===== config.mk =====
export PLATFORM = sky130hd
export DESIGN_NAME = shk_front
export DESIGN_NICKNAME = d
export VERILOG_FILES = /design/src/sv/shk_pkg.sv /design/src/sv/shk_front.sv
export SDC_FILE = /design/constraint.sdc
export NUM_CORES = 1
export LEC_CHECK = 0
export ABC_AREA = 1
export BUFFER_PORTS_ARGS = -buffer_cell sky130_fd_sc_hd__buf_2
export CORE_UTILIZATION = 50
export DETAILED_ROUTE_END_ITERATION = 7
export PLACE_DENSITY = 0.85
export SYNTH_ARGS = -nofsm -noshare
export SYNTH_HDL_FRONTEND = slang
export SYNTH_SLANG_ARGS = --single-unit
export TNS_END_PERCENT = 100

===== constraint.sdc =====
create_clock -name i_clk -period 5.45 [get_ports i_clk]
set_input_delay 1.09 -clock i_clk [delete_from_list [all_inputs] [get_ports i_clk]]
set_output_delay 1.09 -clock i_clk [all_outputs]
set_load 0.02 [all_outputs]

===== src/sv/shk_pkg.sv =====
// ============================================================================
// shk_pkg: shared constants for the static hash table unit
// Holds the field widths, result codes and parameter defaults.
// ============================================================================
package shk_pkg;

    // Field widths fixed by the interface.
    localparam int KEY_W      = 31;
    localparam int PAYLOAD_W  = 64;
    localparam int STATUS_W   = 2;
    localparam int BLKNUM_W   = 8;
    localparam int BLKREAD_W  = 9;
    localparam int CFG_W      = 7;

    // Bucket count after reset.
    localparam int RESET_BUCKETS = 16;

    // Parameter defaults.
    localparam int DEF_MAX_BUCKETS       = 64;
    localparam int DEF_MAX_BLOCKS        = 256;
    localparam int DEF_RECORDS_PER_BLOCK = 8;
    localparam int DEF_PAYLOAD_BITS      = 64;

    // Result status codes.
    localparam logic [STATUS_W-1:0] ST_INSERTED  = 2'd0;
    localparam logic [STATUS_W-1:0] ST_FOUND     = 2'd1;
    localparam logic [STATUS_W-1:0] ST_NOT_FOUND = 2'd2;
    localparam logic [STATUS_W-1:0] ST_FULL      = 2'd3;

    // Action codes.
    localparam logic ACT_INSERT = 1'b0;
    localparam logic ACT_LOOKUP = 1'b1;

endpackage


===== src/sv/shk_front.sv =====
// ============================================================================
// shk_front: input acceptance and bucket classification
// Takes an item and finds its bucket with a bit-serial remainder unit.
// ============================================================================
module shk_front #(
    parameter int MAX_BUCKETS  = shk_pkg::DEF_MAX_BUCKETS,
    parameter int PAYLOAD_BITS = shk_pkg::DEF_PAYLOAD_BITS,
    parameter int BW           = 7,
    parameter int QW           = 8
) (
    input  logic                       i_clk,
    input  logic                       i_rst_n,
    input  logic [BW-1:0]              i_buckets,
    input  logic                       i_in_valid,
    output logic                       o_in_stall,
    input  logic                       i_action,
    input  logic [shk_pkg::KEY_W-1:0]  i_record_key,
    input  logic [shk_pkg::PAYLOAD_W-1:0] i_record_payload,
    output logic                       o_push,
    output logic [QW-1:0]              o_data,
    input  logic                       i_full
);

    localparam int HW  = $clog2(MAX_BUCKETS > 1 ? MAX_BUCKETS : 2);
    localparam int RW  = BW + 1;
    localparam int CNW = $clog2(shk_pkg::KEY_W + 1);

    localparam logic [1:0] F_IDLE = 2'd0;
    localparam logic [1:0] F_DIV  = 2'd1;
    localparam logic [1:0] F_PUSH = 2'd2;

    logic [1:0]                    r_state;
    logic                          r_act;
    logic [shk_pkg::KEY_W-1:0]     r_key;
    logic [shk_pkg::KEY_W-1:0]     r_shift;
    logic [PAYLOAD_BITS-1:0]       r_pay;
    logic [RW-1:0]                 r_rem;
    logic [CNW-1:0]                r_cnt;
    logic [RW-1:0]                 w_trial;

    assign o_in_stall = (r_state != F_IDLE);
    assign o_push     = (r_state == F_PUSH) && !i_full;
    assign o_data     = {r_act, r_key, r_pay, HW'(r_rem)};

    // One remainder bit per cycle: shift in the next key bit, subtract if it fits.
    assign w_trial = {r_rem[RW-2:0], r_shift[shk_pkg::KEY_W-1]};

    always_ff @(posedge i_clk) begin
        if (!i_rst_n) begin
            r_state <= F_IDLE;
        end else begin
            case (r_state)
                F_IDLE: begin
                    if (i_in_valid) begin
                        r_state <= F_DIV;
                    end
                end
                F_DIV: begin
                    if (r_cnt == CNW'(shk_pkg::KEY_W - 1)) begin
                        r_state <= F_PUSH;
                    end
                end
                F_PUSH: begin
                    if (!i_full) begin
                        r_state <= F_IDLE;
                    end
                end
                default: r_state <= F_IDLE;
            endcase
        end
    end

    // Item capture and remainder datapath.
    always_ff @(posedge i_clk) begin
        if (r_state == F_IDLE && i_in_valid) begin
            r_act   <= i_action;
            r_key   <= i_record_key;
            r_shift <= i_record_key;
            r_pay   <= PAYLOAD_BITS'(i_record_payload);
            r_rem   <= '0;
            r_cnt   <= '0;
        end else if (r_state == F_DIV) begin
            r_shift <= {r_shift[shk_pkg::KEY_W-2:0], 1'b0};
            r_cnt   <= r_cnt + CNW'(1);
            if (w_trial >= {1'b0, i_buckets}) begin
                r_rem <= w_trial - {1'b0, i_buckets};
            end else begin
                r_rem <= w_trial;
            end
        end
    end

endmodule


-- After elaboration in Yosys (flattened, before gate mapping)
Cells that the tools add are included.
- input bits: 107
- output and inout port bits: 10
- logic and storage cells: 28
- register bits: 47
- mux-type cells: 7
- order comparisons: 1
- reduce and logical (&&, ||, !) cells: 7
- eq/ne operators: 6
- $add $sub $neg: 2
- operators with widths (kind ; count):
    $mux 31 ; 2
    $ge 8x7->1 ; 1
    $mux 7 ; 1
    $sub 7x7->7 ; 1
    $mux 2 ; 3
    $ne 2x2->1 const B ; 3
    $pmux 2 s3 ; 1
    $add 5x1->5 const B ; 1
    $eq 5x5->1 const B ; 1
    $reduce_bool 2->1 ; 2
    $reduce_and 3->1 ; 1
    $eq 2x1->1 const B ; 1
    $eq 2x2->1 const B ; 1
    $logic_and 1x1->1 ; 2
    $logic_not 2->1 ; 1
    $logic_not 1->1 ; 1

-- Longest topological paths before layout
- word-level depth: 3
- depth in mapped cells: 15
- gate-level depth less buffers: 14

-- Least setup slack after synthesis
OpenSTA, ideal clock, no wires.
- kind: input -> output
- start point: input port i_full
- end point: output port o_push
- setup slack: 2.977 ns
- required time: 4.360 ns
- arrival: 1.383 ns
- stages: 1
- cell sequence: nor2_1
- longest elaborated chain between the ends: 2
- ends and longest elaborated chain (what ; RTL line ; RTL):
    start, declared ; shk_front.sv:21 ; input logic i_full
    $logic_not 1->1 ; -- ;
    $logic_and 1x1->1 ; shk_front.sv:42 ; assign o_push = (r_state == F_PUSH) && !i_full;
    end, declared ; shk_front.sv:19 ; output logic o_push,
Every way passes these cells.

-- Final worst setup path
- start point: input port i_in_valid
- end point: register r_shift[5] in the netlist's numbering (enable)
- longest elaborated chain between the ends: 2
- ends and longest elaborated chain (what ; RTL line ; RTL):
    start, declared ; shk_front.sv:14 ; input logic i_in_valid,
    $logic_and 1x1->1 ; shk_front.sv:75 ; if (r_state == F_IDLE && i_in_valid) begin
    $reduce_bool 2->1 (no line) ; -- ;
    end signal, assigned ; shk_front.sv:78 ; r_shift <= i_record_key;
    end signal, assigned ; shk_front.sv:83 ; r_shift <= {r_shift[shk_pkg::KEY_W-2:0], 1'b0};
    end, declared ; shk_front.sv:35 ; logic [shk_pkg::KEY_W-1:0] r_shift;
Every way passes these cells.
A chain may end at the register's enable or synchronous reset.

==> impl_results.rst <==
.. list-table::
   :header-rows: 1

   * - Metric
     - Value
   * - Number of vias per cell after detailed routing
     - around 4.7
   * - Critical path launch point type
     - primary input
   * - Core Area
     - 4720 µm²
   * - Number of maximum-capacitance violations
     - 0
   * - Global routing usage summed across all routing layers
     - 17.4%
   * - Number of nets in the finished design
     - ~450
   * - Final Hold Viols
     - 0
   * - Routed WL per cell
     - between 10 and 15 µm
   * - Final TNS setup
     - 0 ns
   * - Chain of cells forming the critical path
     - buf_2, nand2_2, inv_2, nor2_4, inv_2
   * - Maximum buffer depth of the clock tree
     - 2
   * - IR drop worst, VDD
     - between 0.15 and 0.2 mV
   * - Clock tree from TritonCTS
     - yes
   * - Global-route met1 utilization
     - approximately a quarter
   * - Total leakage power
     - between 1 and 1.5 nW
   * - Clock edge transition at the registers on the reported setup and hold paths
     - around 0.080 ns
   * - Worst hold-check slack
     - 0.476 ns
   * - Fraction of registers with async set/reset
     - 0%
   * - Most used cells in the layout excluding fill and tap cells
     - 129 x sky130_fd_sc_hd__nand2_1, 53 x sky130_fd_sc_hd__buf_2, 33 x sky130_fd_sc_hd__edfxtp_1
   * - Syn nets
     - between 400 and 500
   * - Final non-filler cell total
     - 405
   * - Arrival time at the worst endpoint
     - ~2.8 ns
   * - Cell type of the slowest stage on the worst timing path
     - sky130_fd_sc_hd__inv_2
   * - Initial Util
     - ~52%
   * - Hold Buf Count CTS
     - 0
   * - Outcome
     - completed
   * - Synth area leader
     - sky130_fd_sc_hd__edfxtp_1
   * - I/O pin count
     - roughly 120
   * - Critical path fanouts, max
     - 36
   * - Max-slew violations
     - 0
   * - Post-synthesis register bit count
     - 47
   * - Worst path buffer plus inverter count
     - 3
   * - Number of synthesized flops with an enable pin
     - 33
   * - First DRT Iteration DRCs
     - between 100 and 150
   * - Initial DRT Pass Iterations
     - 4
   * - Clk sink count
     - 47
   * - Number of placement rows
     - 25
   * - Most common cell after layout, fill and taps aside
     - sky130_fd_sc_hd__nand2_1
   * - Most prevalent standard cell on the critical path
     - sky130_fd_sc_hd__inv_2
   * - Peak per-stage delay on the critical path
     - ~0.63 ns
   * - DIE HEIGHT
     - 72.2 µm
   * - Layout area overhead
     - 13.4%
   * - Share of the cycle needed by the critical path after routing
     - 53.3%
   * - Placed Area
     - 2700 µm²
   * - GRT met3 Usage
     - under 10%
   * - HPWL reported at the end of detailed placement
     - 2.98 mm
   * - Yosys warning count
     - 0
   * - Setup repair after global routing missed its margin
     - false
   * - Highest-utilization routing layer at the global route stage
     - met2
   * - CP required
     - between 5 and 6 ns
   * - Portion of synthesized cell area occupied by the leading cell type
     - between 40% and 50%
   * - Number of diodes
     - 0
   * - Post-detailed-route DRC marker count
     - 0
   * - Final standard cell utilization of the core
     - between 50% and 60%
   * - Ratio of cells with drive above 1 in the final layout
     - between 20% and 30%
   * - Routability congestion estimate
     - about 0.80
   * - CTS resizes
     - 0
   * - First-pass GRT wire length
     - 7.09 mm
   * - Clk root buf
     - sky130_fd_sc_hd__clkbuf_8
   * - Final design area excluding fillers
     - ~2800 µm²
   * - Total Die Area
     - approximately 5200 µm²
   * - Crit path kind
     - primary input to flop
   * - Top flip-flop cell by instance count after synthesis
     - sky130_fd_sc_hd__edfxtp_1
   * - Number of placed instances with taps included
     - between 300 and 400
   * - HP Class
     - flop to flop
   * - Total via count in the routed design
     - between 1,500 and 2,000
   * - Slew of the pin with the lowest slew margin
     - ~0.84 ns
   * - Worst clock skew on the final layout
     - ~0.008 ns
   * - Inserted Clock Buffers
     - 5
   * - Relative slew slack
     - between 40% and 50%
   * - Remaining global-route overflow
     - 0
   * - Vias in the first global route
     - 1,660
   * - CP endpoint kind
     - flop
   * - Peak clock frequency supported by timing
     - between 0.3 and 0.4 GHz
   * - Initial antenna violation count
     - 0
   * - Clock latency of the later-clocked register in the worst-skew pair
     - approximately 0.29 ns
   * - Number of unique standard cell types used by synthesis
     - 28
   * - Sequential-to-total area share from yosys stat
     - 51.5%
   * - Met2 layer usage reported by global route
     - between 20 and 30%
   * - Detailed-route wire length
     - around 4.3 mm
   * - Synth top area cells
     - sky130_fd_sc_hd__edfxtp_1 40%, sky130_fd_sc_hd__nand2_1 20%, sky130_fd_sc_hd__dfxtp_1 11%
   * - Gate count after technology mapping
     - 292
   * - Htree depth
     - 2
   * - # Post-CTS Setup Buffers
     - 0
   * - Final Critical Period
     - approximately 2.9 ns
   * - Die boundary width
     - between 70 and 80 µm
   * - I/O Buffers
     - 53
   * - Pwr/cell area
     - roughly 380 nW/µm²
   * - Number of failing setup endpoints in the final timing report
     - 0
   * - Number of antenna-violating nets in the routed design
     - 0
   * - Maximum number of pins on one net before global-route repair
     - 37
   * - Cell Area, Synth
     - approximately 2500 µm²
   * - Average instance area after synthesis
     - about 8.4 µm²
   * - Dominant delay contributor by cell family on the critical path
     - buffers and inverters
## per-stage QoR
stage,setup slack (ns),total power (W)
3_5_place_dp,2.20,0.000854
5_1_grt,2.35,0.00113
4_1_cts,2.51,0.00107
2_1_floorplan,2.98,0.000798
3_3_place_gp,2.19,0.000842
6_report,2.54,0.00106
## cells by family after synthesis
logic type	synth area share (%)
AOI/OAI and AO/OA	3.50
xor gates and xnor gates	0.355
and+or+nand+nor	30.1
adders and majority gates	5.38
buffers and inverters	9.13
DFF	51.5
## sequential cells by signal, indices dropped and copies added, names as in the netlist
name	flops
r_pay	2
r_rem	7
r_shift	31
r_cnt	5
r_state	2
## Yosys cell counts, types with 2 or more instances
cell type / n
sky130_fd_sc_hd__nand2_1: 129
sky130_fd_sc_hd__nor2_4: 2
sky130_fd_sc_hd__nand3_1: 14
sky130_fd_sc_hd__nand3b_1: 4
sky130_fd_sc_hd__nand3_2: 2
sky130_fd_sc_hd__inv_2: 5
sky130_fd_sc_hd__nor3_1: 2
sky130_fd_sc_hd__a21oi_1: 7
sky130_fd_sc_hd__dfxtp_1: 14
sky130_fd_sc_hd__ha_1: 9
sky130_fd_sc_hd__nor2_1: 11
sky130_fd_sc_hd__nand2_2: 4
sky130_fd_sc_hd__inv_1: 25
sky130_fd_sc_hd__edfxtp_1: 33
sky130_fd_sc_hd__o21ai_1: 7
sky130_fd_sc_hd__buf_4: 10
sky130_fd_sc_hd__clkbuf_1: 3
## per-layer routing
layer	part of all wire (%)	wire (µm)
met1	48	2070
met2	48	2050
met3	3.9	166
met4	0.35	15
met5	0	0
## where the power goes
part | leakage [nW] | switching (W) | total, W | internal, W
Sequential | 0.442 | 0.0000352 | 0.000503 | 0.000468
Clock | 0.0449 | 0.000112 | 0.000213 | 0.000101
Combinational | 0.914 | 0.000212 | 0.000344 | 0.000132
## path summary, 6_finish.rpt
| check | from | to | slack [ns] | cells past startpoint |
|---|---|---|---|---|
| setup reg to reg | r_state[1] | r_shift[5] | 2.86 | 5 |
| hold reg to reg | r_rem[6] | r_rem[6] | 0.48 | 2 |
| hold / removal | r_rem[6] | r_rem[6] | 0.48 | 2 |
| setup / recovery | i_in_valid | r_shift[5] | 2.54 | 5 |
## final cells by class
class | instances | area (µm²)
timing repair buffer | 53 | 265
inverter | 30 | 113
sequential | 47 | 1270
clock inverter | 2 | 11.3
fill | 408 | 1930
tap | 67 | 83.8
clock buffer | 6 | 82.6
multi-input combinational | 200 | 971
## worst reg2reg max path: cells and delay by family (launching register included)
| kind | cells | cell delay [ns] |
|---|---|---|
| buf+inv | 2 | 1.17 |
| simple gates | 3 | 0.68 |
| flops | 1 | 0.36 |
Note: power is estimated with default switching activity, not from simulation.
