### config.mk
export PLATFORM = sky130hd
export DESIGN_NAME = shk_fifo
export DESIGN_NICKNAME = d
export VERILOG_FILES = /design/src/sv/shk_fifo.sv
export SDC_FILE = /design/constraint.sdc
export NUM_CORES = 1
export LEC_CHECK = 0
export BUFFER_PORTS_ARGS = -buffer_cell sky130_fd_sc_hd__clkbuf_2
export CORE_UTILIZATION = 52
export DETAILED_ROUTE_END_ITERATION = 6
export PLACE_DENSITY = 0.79
export SLEW_MARGIN = 20
export SYNTH_ARGS = -nofsm -noshare
export SYNTH_HDL_FRONTEND = slang
export SYNTH_SLANG_ARGS = --single-unit
### constraint.sdc
create_clock -name i_clk -period 3.4 [get_ports i_clk]
set_input_delay 0.51 -clock i_clk [delete_from_list [all_inputs] [get_ports i_clk]]
set_output_delay 0.51 -clock i_clk [all_outputs]
set_load 0.01 [all_outputs]
### src/sv/shk_fifo.sv
// ============================================================================
// shk_fifo: two-entry queue between the front and back parts
// Holds classified items so that either side can stall on its own.
// ============================================================================
module shk_fifo #(
    parameter int W = 8
) (
    input  logic         i_clk,
    input  logic         i_rst_n,
    input  logic         i_push,
    input  logic [W-1:0] i_data,
    output logic         o_full,
    input  logic         i_pop,
    output logic         o_valid,
    output logic [W-1:0] o_data
);

    logic [W-1:0] r_mem [2];
    logic         r_wptr;
    logic         r_rptr;
    logic [1:0]   r_count;

    assign o_full  = (r_count == 2'd2);
    assign o_valid = (r_count != 2'd0);
    assign o_data  = r_mem[r_rptr];

    // Storage is written at the write pointer.
    always_ff @(posedge i_clk) begin
        if (i_push) begin
            r_mem[r_wptr] <= i_data;
        end
    end

    // Pointers and occupancy.
    always_ff @(posedge i_clk) begin
        if (!i_rst_n) begin
            r_wptr  <= 1'b0;
            r_rptr  <= 1'b0;
            r_count <= 2'd0;
        end else begin
            if (i_push) begin
                r_wptr <= ~r_wptr;
            end
            if (i_pop) begin
                r_rptr <= ~r_rptr;
            end
            if (i_push && !i_pop) begin
                r_count <= r_count + 2'd1;
            end else if (!i_push && i_pop) begin
                r_count <= r_count - 2'd1;
            end
        end
    end

endmodule

### Yosys cells after proc, flatten, opt, wreduce, memory -nomap -nowiden

Memory sizes are Yosys's and may differ from the RTL's. A register that Yosys moved wholly into a read port is not among the register bits.
Index checks and enable logic that the tools add are counted.

| word-level totals | value |
|---|---|
| logic and storage cells | 21 |
| RAM bits | 16 |
| output and inout bits | 10 |
| memories | 1 |
| input bits | 12 |
| register bits | 4 |

Memory list:

| memory | words | bits a word | read ports | clocked after Yosys merged registers in | write ports | RTL line | source |
|---|---|---|---|---|---|---|---|
| r_mem | 2 | 8 | 1 | 1 | 1 | 18 | `logic [W-1:0] r_mem [2];` |

| cells by class | value |
|---|---|
| reduce and logical (&&, ||, !) cells | 6 |
| add/sub/neg operators | 2 |
| equality and inequality tests | 1 |
| bitwise gates (word level) | 2 |
| mux-type cells | 6 |

Operator list:

| operator | count |
|---|---|
| 2-to-1 mux 1 bit | 4 |
| 2-to-1 mux 2 bit | 2 |
| nonzero test 2 bit | 2 |
| adder 2 x 1 -> 2 bit (second input constant) | 1 |
| == test 2 bit (second input constant) | 1 |
| logical AND 1 bit | 2 |
| logical NOT 1 bit | 2 |
| inverter 1 bit | 2 |
| subtractor 2 x 1 -> 2 bit (second input constant) | 1 |

### Logic depth before layout (Yosys ltp)

Gate-level depths: netlist of run 1.

| logic depth | value |
|---|---|
| depth in word-level cells | 4 |
| mapped depth | 5 |
| mapped depth without buffers | 5 |

### Worst setup path after synthesis of run 1

No wires, ideal clock.

| timing | value |
|---|---|
| path kind | in2reg |
| from | input port i_pop |
| to | register r_count[1] |
| required time | 3.330 ns |
| setup time | 0.070 ns |
| arrival | 1.308 ns |
| path buffers | 0 |
| slack | 2.022 ns |
| stages on the path | 4 |
| cell sequence | inv_1 ha_1 or3_1 a21boi_1 |

| between the ends | value |
|---|---|
| longest elaborated chain between the ends | 3 |
| elaborated cells between the ends (all ways) | 5 |
| those cells by class | 1 x mux; 4 x reduce/logical |

RTL lines:

| what | RTL line | source |
|---|---|---|
| start: declaration | 13 | `input logic i_pop,` |
| logical NOT 1 bit | 47 | `if (i_push && !i_pop) begin` |
| logical AND 1 bit | 47 |  |
| 2-to-1 mux 2 bit / nonzero test 2 bit (equally long branches) | n/a |  |
| end signal: assignment | 48 | `r_count <= r_count + 2'd1;` |
| end signal: assignment | 50 | `r_count <= r_count - 2'd1;` |
| end: declaration | 21 | `logic [1:0] r_count;` |

Parallel ways exist; a longest one is shown, timed or not.
A chain may end at the register's enable or synchronous reset.

==> metrics.txt, run 1 <==
CTS max path bufs=2; cell breakdown of the critical path=mux2_2 -> clkbuf_2; Combinational Power Share=0.136; kind of cell adding the most delay to the critical path=flip-flops; Reg power frac=0.627; post-synthesis mux area share=0.1130; drt drc=0; Final Max Tran Viols=0; status=finished clean; drt total wl=between 1000 and 1500 um; FF-to-FF path depth=1; TritonCTS clock tree=done; FF-to-FF Start=r_wptr$_SDFFE_PN0P_; Total GRT Usage=0.1665; Sw Pwr=roughly 0.11 mW; Storage cell area=slightly below 600 um2; sw frac=0.2286; Setup Skew=between 10 and 15 ps; max_cap viols=0; core area=roughly 0.0014 mm2; commonest cells after routing, fill and taps aside=clkbuf_2, edfxtp_1, mux2_2; PortBufs=21; FP Rows=13; crit-path max cell delay=around 550 ps; setup repair bufs after CTS=0; final net count=85; Die X=between 40 and 50 um; proportion of layout cells with a drive suffix above 1=0.4930; PD cells=approximately 500 mW/mm2; worst hold stages=1; Hold Startpoint=i_data[0]; Cell Area, Synth=about 800 um2; Arr. time, crit path=about 1400 ps; Crit Path Max Fanout=8; number of library cell types mapped by synthesis=16; Mapped Nets=60; P_int=around 0.37 mW; Vias/cell=between 5 and 6; largest net degree at the start of global routing=13; cts bufs inserted=3; Mean Syn Cell Area=roughly 17 um2; Critical Path Source Type=flop; vias in the first global route=429; CP Capture Type=output pin; final period utilization=0.5513; Yosys reg bits=21; largest family of logic cells by synthesized area=multiplexers; Die Area=around 0.0017 mm2; Die Height=roughly 41 um; most common cell after layout, fill and taps aside=clkbuf_2; DR vias=around 440; hpwl dp=approximately 870 um; synth-to-layout area growth=18.37%; Root Driver=clkbuf_4; hold endpoint=r_mem[0][0]$_DFFE_PP_; min cycle time layout=about 1900 ps; RSZ-0062 raised after global routing=false; Reg clk slew, reported paths=approximately 120 ps; Final Hold Viols=0; # IOs=22; # diodes=0; critical path's slowest cell=dfxtp_1; Synth Area in Simple Gates=0.07378; H-tree Lvls=1; Mapped Cells=between 40 and 50; initial core utilization=0.5833; clk_lat worst skew=roughly 300 ps; final-report setup violation count=0; Pre-Repair DR Iteration Count=2; Routed wire per std cell=about 13 um; hold_ws=between 300 and 400 ps; Least-Margin Pin Slew=roughly 750 ps; clock power share=0.237; post-synthesis compound-gate area fraction=0.02512; Synth Area in Adders=0.01570; Buf/Inv on CP=1; FMAX=approximately 530 MHz; leakage=0.3871 nW; min-delay worst type=in -> reg; RePlAce Congestion=between 0.6 and 0.7; total negative slack=0 ps; Post-Synth XOR/XNOR Area=0.03297; # clock sinks=21; initial antenna violation count=0; critical register-to-register path endpoint=r_mem[0][2]$_DFFE_PP_; yosys warns=0; first-pass GRT wire length=1752 um; FILL cells=106; maximum vdd ir drop=roughly 0.32 mV; total gr overflow=0; Iteration-0 DRC Markers=4; multi-input logic area=between 200 and 250 um2; PostCTS Resize Cnt=0; CTS Hold Bufs=0; Crit Path Class=reg -> out; Final ANT Viol Nets=0; R2R setup slack=about 2100 ps; Tot Pwr=just under 0.5 mW; CP required=2890 ps; max_slew headroom=0.4982; register area share after synthesis=0.7284
cell usage after synthesis, drive strengths merged:
cell type	number	area, um2
a21boi	1	7.510
and2	4	25.02
and2b	1	8.760
buf	1	5.000
dfxtp	5	100.1
edfxtp	16	480.5
ha	1	12.51
inv	1	3.750
mux2	8	90.09
nor2b	2	12.51
o21a	1	7.510
o21ai	1	5.000
or2	1	6.260
or3	1	6.260
xnor2	1	8.760
xor2	2	17.52
registers in the layout (all words and copies together), names as in the netlist, named ones only:
register,count
r_count,2
r_wptr,1
r_rptr,1
r_mem,16
worst max-delay path by stage:
stage / to / startpoint / slack (ps) / depth (start not counted)
after floorplan: r_count[1]$_SDFFE_PN0P_ / i_pop / 2020 / 4
after global placement: r_mem[0][5]$_DFFE_PP_ / i_push / 1820 / 2
after detailed placement: r_mem[0][3]$_DFFE_PP_ / i_push / 1750 / 2
after CTS: o_data[4] / flop / 1510 / 2
after global routing: o_data[1] / flop / 1440 / 2
final: o_data[4] / flop / 1530 / 2
metrics by stage:
| stage | cell area (um2) | setup WS (ps) | std cells | util |
|---|---|---|---|---|
| 4_1_cts | 943.4 | 1510 | 86 | 0.6905 |
| 2_1_floorplan | 797.0 | 2022 | 47 | - |
| 5_1_grt | 943.4 | 1444 | 86 | 0.6905 |
| 3_5_place_dp | 915.9 | 1748 | 82 | 0.6703 |
| 6_report | 943.4 | 1526 | 86 | 0.6905 |
| 3_3_place_gp | 915.9 | 1816 | 82 | 0.6703 |
area by class of cell:
type | count | share of cell area
Sequential cell | 21 | 0.6154
Inverter | 1 | 0.003979
Timing Repair Buffer | 21 | 0.1114
Multi-Input combinational cell | 24 | 0.2202
Clock inverter | 1 | 0.005305
Tap cell | 15 | 0.01989
Clock buffer | 3 | 0.02387
metal layers:
layer	GRT usage	routed length, um	up-vias
li1	-	-	219
met1	0.1841	511	207
met2	0.3047	585	14
met3	0.03261	42	2
met4	0.07258	7	0
met5	0	0	-
cells by family after synthesis:
logic type,count (synthesis)
buf+inv,2
simple gates,9
flops,21
mux,8
fa+ha+maj,1
xor+xnor,3
compound gates,3
power groups by stage:
stage / sequential (mW) / clock, mW / combinational [mW]
finish: 0.304 / 0.115 / 0.0659
global route: 0.306 / 0.124 / 0.0747
CTS: 0.304 / 0.116 / 0.0675
detailed placement: 0.310 / 0 / 0.0671
global placement: 0.309 / 0 / 0.0647
floorplan: 0.304 / 0 / 0.0450
No activity file was read; power rests on OpenSTA's default activity.
==> inputs of run 2 (changes only) <==
--- a/config.mk
+++ b/config.mk
@@ -5,10 +5,12 @@
 export SDC_FILE = /design/constraint.sdc
 export NUM_CORES = 1
 export LEC_CHECK = 0
+export ABC_AREA = 1
 export BUFFER_PORTS_ARGS = -buffer_cell sky130_fd_sc_hd__clkbuf_2
-export CORE_UTILIZATION = 52
+export CORE_ASPECT_RATIO = 1.2
+export CORE_UTILIZATION = 44
 export DETAILED_ROUTE_END_ITERATION = 6
-export PLACE_DENSITY = 0.79
+export PLACE_DENSITY = 0.71
 export SLEW_MARGIN = 20
 export SYNTH_ARGS = -nofsm -noshare
 export SYNTH_HDL_FRONTEND = slang
==> constraint.sdc (replaced) <==
create_clock -name i_clk -period 1.6 [get_ports i_clk]
set_input_delay 0.24 -clock i_clk [delete_from_list [all_inputs] [get_ports i_clk]]
set_output_delay 0.24 -clock i_clk [all_outputs]
set_load 0.01 [all_outputs]
==> metrics.txt, run 2 <==
status=finished clean (unchanged); Arr. time, crit path=1230 ps (was 1360 ps); Top reg by flops=r_mem (unchanged); Buf/Inv on CP=1 (unchanged); final-report setup violation count=0 (unchanged); Mapped Nets=71 (was 60); Die Area=0.002019 mm2 (was 0.001693 mm2); RSZ-0062 raised after global routing=false (unchanged); first-pass GRT wire length=1835 um (was 1752 um); yosys warns=0 (unchanged); Combinational Power Share=0.134 (was 0.136); crit-path max cell delay=440 ps (was 550 ps); largest net degree at the start of global routing=12 (was 13); commonest cells after routing, fill and taps aside=clkbuf_2, edfxtp_1, inv_1, mux2_2, nor2_1 (was clkbuf_2, edfxtp_1, mux2_2); Sw Pwr=0.2389 mW (was 0.1107 mW); final period utilization=0.9197; synth-to-layout area growth=18.67% (was 18.37%); final net count=97 (was 85); worst hold stages=1 (unchanged); FF-to-FF path depth=2 (was 1); Iteration-0 DRC Markers=4 (unchanged); top cells by area, synth=edfxtp_1, dfxtp_1, mux2_2 (unchanged); top cell type's share of synthesized area=0.5926 (was 0.6028); Post-synth ARST share=0 (unchanged); sw frac=0.2325 (was 0.2286); cell breakdown of the critical path=mux2_2 -> clkbuf_2 (unchanged); DR vias=503 (was 442); GRT Max-Usage Layer=met2 (unchanged); Die Height=49.03 um (was 41.15 um); total negative slack=0 ps (unchanged); critical path's slowest cell=dfxtp_2 (was dfxtp_1); met3 Use GR=0.03196 (was 0.03261); Util after Layout=0.5722 (was 0.6905); number of library cell types mapped by synthesis=16 (unchanged); Cell Area, Synth=810.8 um2 (was 797.0 um2); Reg clk slew, reported paths=110 ps (was 120 ps); critical register-to-register path endpoint=r_mem[1][0]$_DFFE_PP_ (was r_mem[0][2]$_DFFE_PP_); most common cell in the synthesized netlist=edfxtp_1 (unchanged); Routed wire per std cell=11.60 um (was 13.34 um); CTS Hold Bufs=0 (unchanged); drt drc=0 (unchanged); Total GRT Usage=0.1381 (was 0.1665); R2R setup slack=590 ps (was 2100 ps); # IOs=22 (unchanged); proportion of layout cells with a drive suffix above 1=0.4337 (was 0.4930); cts bufs inserted=3 (unchanged); PortBufs=21 (unchanged); Vias/cell=4.980 (was 5.140); drt total wl=1172 um (was 1147 um); Synth area leader=edfxtp_1 (unchanged); CP required=1360 ps (was 2890 ps); hpwl dp=923.4 um (was 868.3 um); Final Hold Viols=0 (unchanged); FMAX=between 600 and 700 MHz; Critical Path Source Type=flop (unchanged); Hold Startpoint=i_data[2] (was i_data[0]); FF-to-FF Start=r_wptr$_SDFFE_PN0P_ (unchanged); min cycle time layout=between 1000 and 1500 ps; Inst Count DP=97 (was 82); core area=0.001682 mm2 (was 0.001366 mm2); Reg power frac=0.627 (about the same); max_slew headroom=0.7741 (was 0.4982); vias in the first global route=471 (was 429); RePlAce Congestion=0.6787 (was 0.6375); register area share after synthesis=0.7160 (was 0.7284); maximum vdd ir drop=0.5886 mV (was 0.3152 mV); Stages on worst setup path=2 (unchanged); dpl ws=330.8 ps (was 1748 ps); kind of cell adding the most delay to the critical path=flip-flops (unchanged); top cells by instance count after synthesis=edfxtp_1, inv_1, mux2_2, nor2_1 (was edfxtp_1, mux2_2, dfxtp_1, and2_1); Tot Pwr=1.027 mW (was 0.4844 mW); initial core utilization=0.4821 (was 0.5833); Crit Path Class=reg -> out (unchanged); # diodes=0 (unchanged); Final ANT Viol Nets=0 (unchanged); PD cells=1068 mW/mm2 (was 513.5 mW/mm2); EDFF count, synth=16 (unchanged); Mapped Cells=58 (was 47); GRT met1 Usage=0.1688 (was 0.1841); GR Layer Usage met2=0.2031 (was 0.3047); Crit Path Max Fanout=8 (unchanged); CTS max path bufs=2 (unchanged); Mean Syn Cell Area=13.98 um2 (was 16.96 um2); Final Max Tran Viols=0 (unchanged); total gr overflow=0 (unchanged); P_int=0.7885 mW (was 0.3737 mW); Most used DFF post-synth=edfxtp_1 (unchanged); leakage=0.4201 nW (was 0.3871 nW); clk_lat worst skew=300 ps (about the same); Pre-Repair DR Iteration Count=4 (was 2); Root Driver=clkbuf_4 (unchanged); FP Rows=16 (was 13); Die X=41.19 um (was 41.15 um); max_cap viols=0 (unchanged); most common cell after layout, fill and taps aside=clkbuf_2 (unchanged); hold endpoint=r_mem[0][2]$_DFFE_PP_ (was r_mem[0][0]$_DFFE_PP_); Finished Layout Cells=101 (was 86); H-tree Lvls=1 (unchanged); Setup Skew=3.560 ps (was 11.28 ps); Yosys reg bits=21 (unchanged); largest registers=r_mem x16, r_count x2 (unchanged); # clock sinks=21 (unchanged); clock power share=0.239 (was 0.237); TritonCTS clock tree=done (unchanged); initial antenna violation count=0 (unchanged); max reg flops=16 (unchanged); CP Capture Type=output pin (unchanged); min-delay worst type=in -> reg (unchanged); final worst-path setup slack=128.5 ps (was 1526 ps); Least-Margin Pin Slew=338.4 ps (was 751.2 ps)
run 2: cell count changes in the layout (fill, tap and decap cells not counted), moves of 2 or more:
cell,change
nand2_1,+5
nor2_1,+6
xor2_1,-2
nor2b_1,-2
inv_1,+7
and2_1,-4
run 2: worst max path at each step:
stage	start	end
6_report	flop	o_data[5]
5_1_grt	flop	o_data[5]
4_1_cts	flop	o_data[5]
3_5_place_dp	flop	o_data[5]
3_3_place_gp	flop	o_data[5]
2_1_floorplan	r_wptr$_SDFFE_PN0P_	r_mem[0][0]$_DFFE_PP_
run 2: metrics by stage:
step / hold WS [ps] / cell area (um2)
after CTS: 120.7 / 962.2
after floorplan: 338.9 / 810.8
final: 122.9 / 962.2
after detailed placement: 433.8 / 934.6
after global routing: 111.6 / 962.2
after global placement: 429.4 / 934.6
run 2: area by class of cell:
type	instances	area, um2
Clock buffer	4	26.28
Multi-Input combinational cell	27	185.2
Timing Repair Buffer	22	112.6
Tap cell	18	22.52
Sequential cell	21	581.8
Fill cell	162	719.4
Inverter	9	33.78
run 2: power by group through the flow:
stage	clock (mW)	combinational [mW]	sequential [mW]
after floorplan	0	0.0944	0.646
after global placement	0	0.135	0.654
after detailed placement	0	0.140	0.657
after CTS	0.253	0.141	0.645
after global routing	0.279	0.155	0.649
final	0.246	0.138	0.644
run 2: cell families (layout without fill, tap and decap cells):
group                      Yosys count  count (layout)  share of synthesized area
xor gates and xnor gates             1               1                    0.01080
and+or+nand+nor                     15              15                    0.07870
DFF                                 21              21                     0.7161
buffers and inverters               10              35                    0.05555
muxes                                8               8                     0.1111
adders and majority gates            1               1                    0.01543
AOI/OAI and AO/OA                    2               2                    0.01233
run 2: routing by layer:
layer	up-vias	wire length, um	part of all wire
li1	249	-	-
met5	-	0	0
met2	16	562	0.48
met1	233	492	0.42
met3	5	79	0.067
met4	0	37	0.032
run 2: what timing repair did:
item                       CTS  global route
resized for setup            1             0
buffers inserted             0             0
setup endpoints to repair    8             0
==> inputs of run 3 (changes only) <==
--- a/config.mk
+++ b/config.mk
@@ -7,6 +7,7 @@
 export LEC_CHECK = 0
 export ABC_AREA = 1
 export BUFFER_PORTS_ARGS = -buffer_cell sky130_fd_sc_hd__clkbuf_2
+export CAP_MARGIN = 10
 export CORE_ASPECT_RATIO = 1.2
 export CORE_UTILIZATION = 44
 export DETAILED_ROUTE_END_ITERATION = 6
==> constraint.sdc (replaced) <==
create_clock -name i_clk -period 1.6 [get_ports i_clk]
set_input_delay 0.08 -clock i_clk [delete_from_list [all_inputs] [get_ports i_clk]]
set_output_delay 0.08 -clock i_clk [all_outputs]
set_load 0.01 [all_outputs]
==> metrics.txt, run 3 (synthesis gave the netlist of run 2 again) <==
clock power share=0.233 (was 0.239); Storage cell area=580.6 um2 (was 581.8 um2); FF-to-FF path depth=2 (unchanged); clk_lat worst skew=300 ps (about the same); FF-to-FF Start=r_wptr$_SDFFE_PN0P_ (unchanged); Top reg by flops=r_mem (unchanged); core area=0.001682 mm2 (unchanged); multi-input logic area=185.2 um2 (unchanged); Die X=41.19 um (unchanged); hpwl dp=883.4 um (was 923.4 um); PortBufs=21 (unchanged); Least-Margin Pin Slew=352.6 ps (was 338.4 ps); Crit Path Max Fanout=8 (unchanged); CTS max path bufs=2 (unchanged); total negative slack=0 ps (unchanged); TritonCTS clock tree=done (unchanged); PD cells=990.5 mW/mm2 (was 1068 mW/mm2); Final Max Tran Viols=0 (unchanged); status=finished clean (unchanged); min-delay worst type=in -> reg (unchanged); Buf/Inv on CP=1 (unchanged); Crit Path Class=reg -> out (unchanged); critical path's slowest cell=dfxtp_1 (was dfxtp_2); Sw Pwr=0.2445 mW (was 0.2389 mW); PostCTS Resize Cnt=0 (was 1); DR vias=532 (was 503); proportion of layout cells with a drive suffix above 1=0.3913 (was 0.4337); Reg power frac=0.618 (was 0.627); Critical Path Source Type=flop (unchanged); drt drc=0 (unchanged); min cycle time layout=1428 ps (was 1471 ps); final period utilization=0.8922 (was 0.9197); vias in the first global route=527 (was 471); Routed wire per std cell=11.97 um (was 11.60 um); Finished Layout Cells=110 (was 101); CTS Hold Bufs=9 (was 0); Total GRT Usage=0.1491 (was 0.1381); FILL cells=143 (was 162); initial antenna violation count=0 (unchanged); RSZ-0062 raised after global routing=false (unchanged); Inst Count DP=97 (unchanged); R2R setup slack=570 ps (was 590 ps); largest net degree at the start of global routing=13 (was 12); Final Hold Viols=0 (unchanged); CP required=1520 ps (was 1360 ps); leakage=0.4601 nW (was 0.4201 nW); Iteration-0 DRC Markers=5 (was 4); Stages on worst setup path=2 (unchanged); drt total wl=1317 um (was 1172 um); final-report setup violation count=0 (unchanged); Critical Path Sink=o_data[5] (unchanged); # IOs=22 (unchanged); setup repair bufs after CTS=0 (unchanged); cts bufs inserted=3 (unchanged); Die Height=49.03 um (unchanged); FMAX=700.5 MHz (was 679.6 MHz); Combinational Power Share=0.149 (was 0.134); sw frac=0.2346 (was 0.2325); synth-to-layout area growth=29.78% (was 18.67%); final net count=106 (was 97); Arr. time, crit path=1350 ps (was 1230 ps); largest registers=r_mem x16, r_count x2 (unchanged); commonest cells after routing, fill and taps aside=clkbuf_2, edfxtp_1, dlygate4sd3_1 (was clkbuf_2, edfxtp_1, inv_1, mux2_2, nor2_1); Die Area=0.002019 mm2 (unchanged); # diodes=0 (unchanged); max_slew headroom=0.7647 (was 0.7741); FP Rows=16 (unchanged); Vias/cell=4.836 (was 4.980); CP Capture Type=output pin (unchanged); max reg flops=16 (unchanged); total gr overflow=0 (unchanged); H-tree Lvls=1 (unchanged); Final ANT Viol Nets=0 (unchanged); cell breakdown of the critical path=mux2_2 -> clkbuf_2 (unchanged); crit-path max cell delay=540 ps (was 440 ps); Setup Skew=8.444 ps (was 3.560 ps); Pre-Repair DR Iteration Count=5 (was 4); P_int=0.7978 mW (was 0.7885 mW); # clock sinks=21 (unchanged); first-pass GRT wire length=1987 um (was 1835 um); kind of cell adding the most delay to the critical path=flip-flops (unchanged); Reg clk slew, reported paths=100 ps (was 110 ps); Root Driver=clkbuf_4 (unchanged); most common cell after layout, fill and taps aside=clkbuf_2 (unchanged); maximum vdd ir drop=0.6743 mV (was 0.5886 mV); RePlAce Congestion=0.6783 (was 0.6787); critical register-to-register path endpoint=r_mem[1][3]$_DFFE_PP_ (was r_mem[1][0]$_DFFE_PP_); max_cap viols=0 (unchanged); initial core utilization=0.4821 (unchanged)
[run 3: layout make-up]
type,instances,share of cell area
Sequential cell,21,0.5517
Timing Repair Buffer,31,0.1926
Multi-Input combinational cell,27,0.1760
Inverter,9,0.03210
Clock buffer,3,0.02140
Tap cell,18,0.02140
Clock inverter,1,0.004756
[run 3: worst min-delay path by stage]
stage,cells past startpoint,end,startpoint
3_3_place_gp,1,r_mem[0][4]$_DFFE_PP_,i_data[4]
4_1_cts,3,flop,i_pop
6_report,3,flop,i_pop
2_1_floorplan,0,r_mem[0][0]$_DFFE_PP_,i_data[0]
5_1_grt,3,r_wptr$_SDFFE_PN0P_,i_push
3_5_place_dp,1,r_mem[1][5]$_DFFE_PP_,i_data[5]
[run 3: per-stage QoR]
| step | util | area (um2) | hold WS [ps] | power, mW | setup slack [ps] |
|---|---|---|---|---|---|
| 2_1_floorplan | - | 810.8 | 178.9 | 0.7402 | 542.1 |
| 3_3_place_gp | 0.5558 | 934.6 | 269.5 | 0.7887 | 492.4 |
| 3_5_place_dp | 0.5558 | 934.6 | 275.2 | 0.7959 | 498.5 |
| 4_1_cts | 0.6257 | 1052 | 60.02 | 1.053 | 142.1 |
| 5_1_grt | 0.6257 | 1052 | 36.57 | 1.109 | 81.27 |
| 6_report | 0.6257 | 1052 | 61.71 | 1.042 | 172.5 |
[run 3: worst min-delay path, cell delays in order]
cell and delay [ps]:
clkbuf_2 100, xnor2_1 70, nor2_1 80
[run 3: power by group through the flow]
stage	clock network [mW]	logic [mW]	registers, mW
2_1_floorplan	0	0.0944	0.646
3_3_place_gp	0	0.135	0.654
3_5_place_dp	0	0.139	0.657
4_1_cts	0.251	0.157	0.645
5_1_grt	0.288	0.173	0.648
6_report	0.243	0.155	0.644
[run 3: metal layers]
metal | vias to the layer above | track usage | part of all wire | wire [um]
li1 | 266 | - | - | -
met1 | 249 | 0.1641 | 0.44 | 577
met2 | 17 | 0.2422 | 0.52 | 682
met3 | 0 | 0.04110 | 0.043 | 57
met4 | 0 | 0.08065 | 0 | 0
met5 | - | 0 | 0 | 0
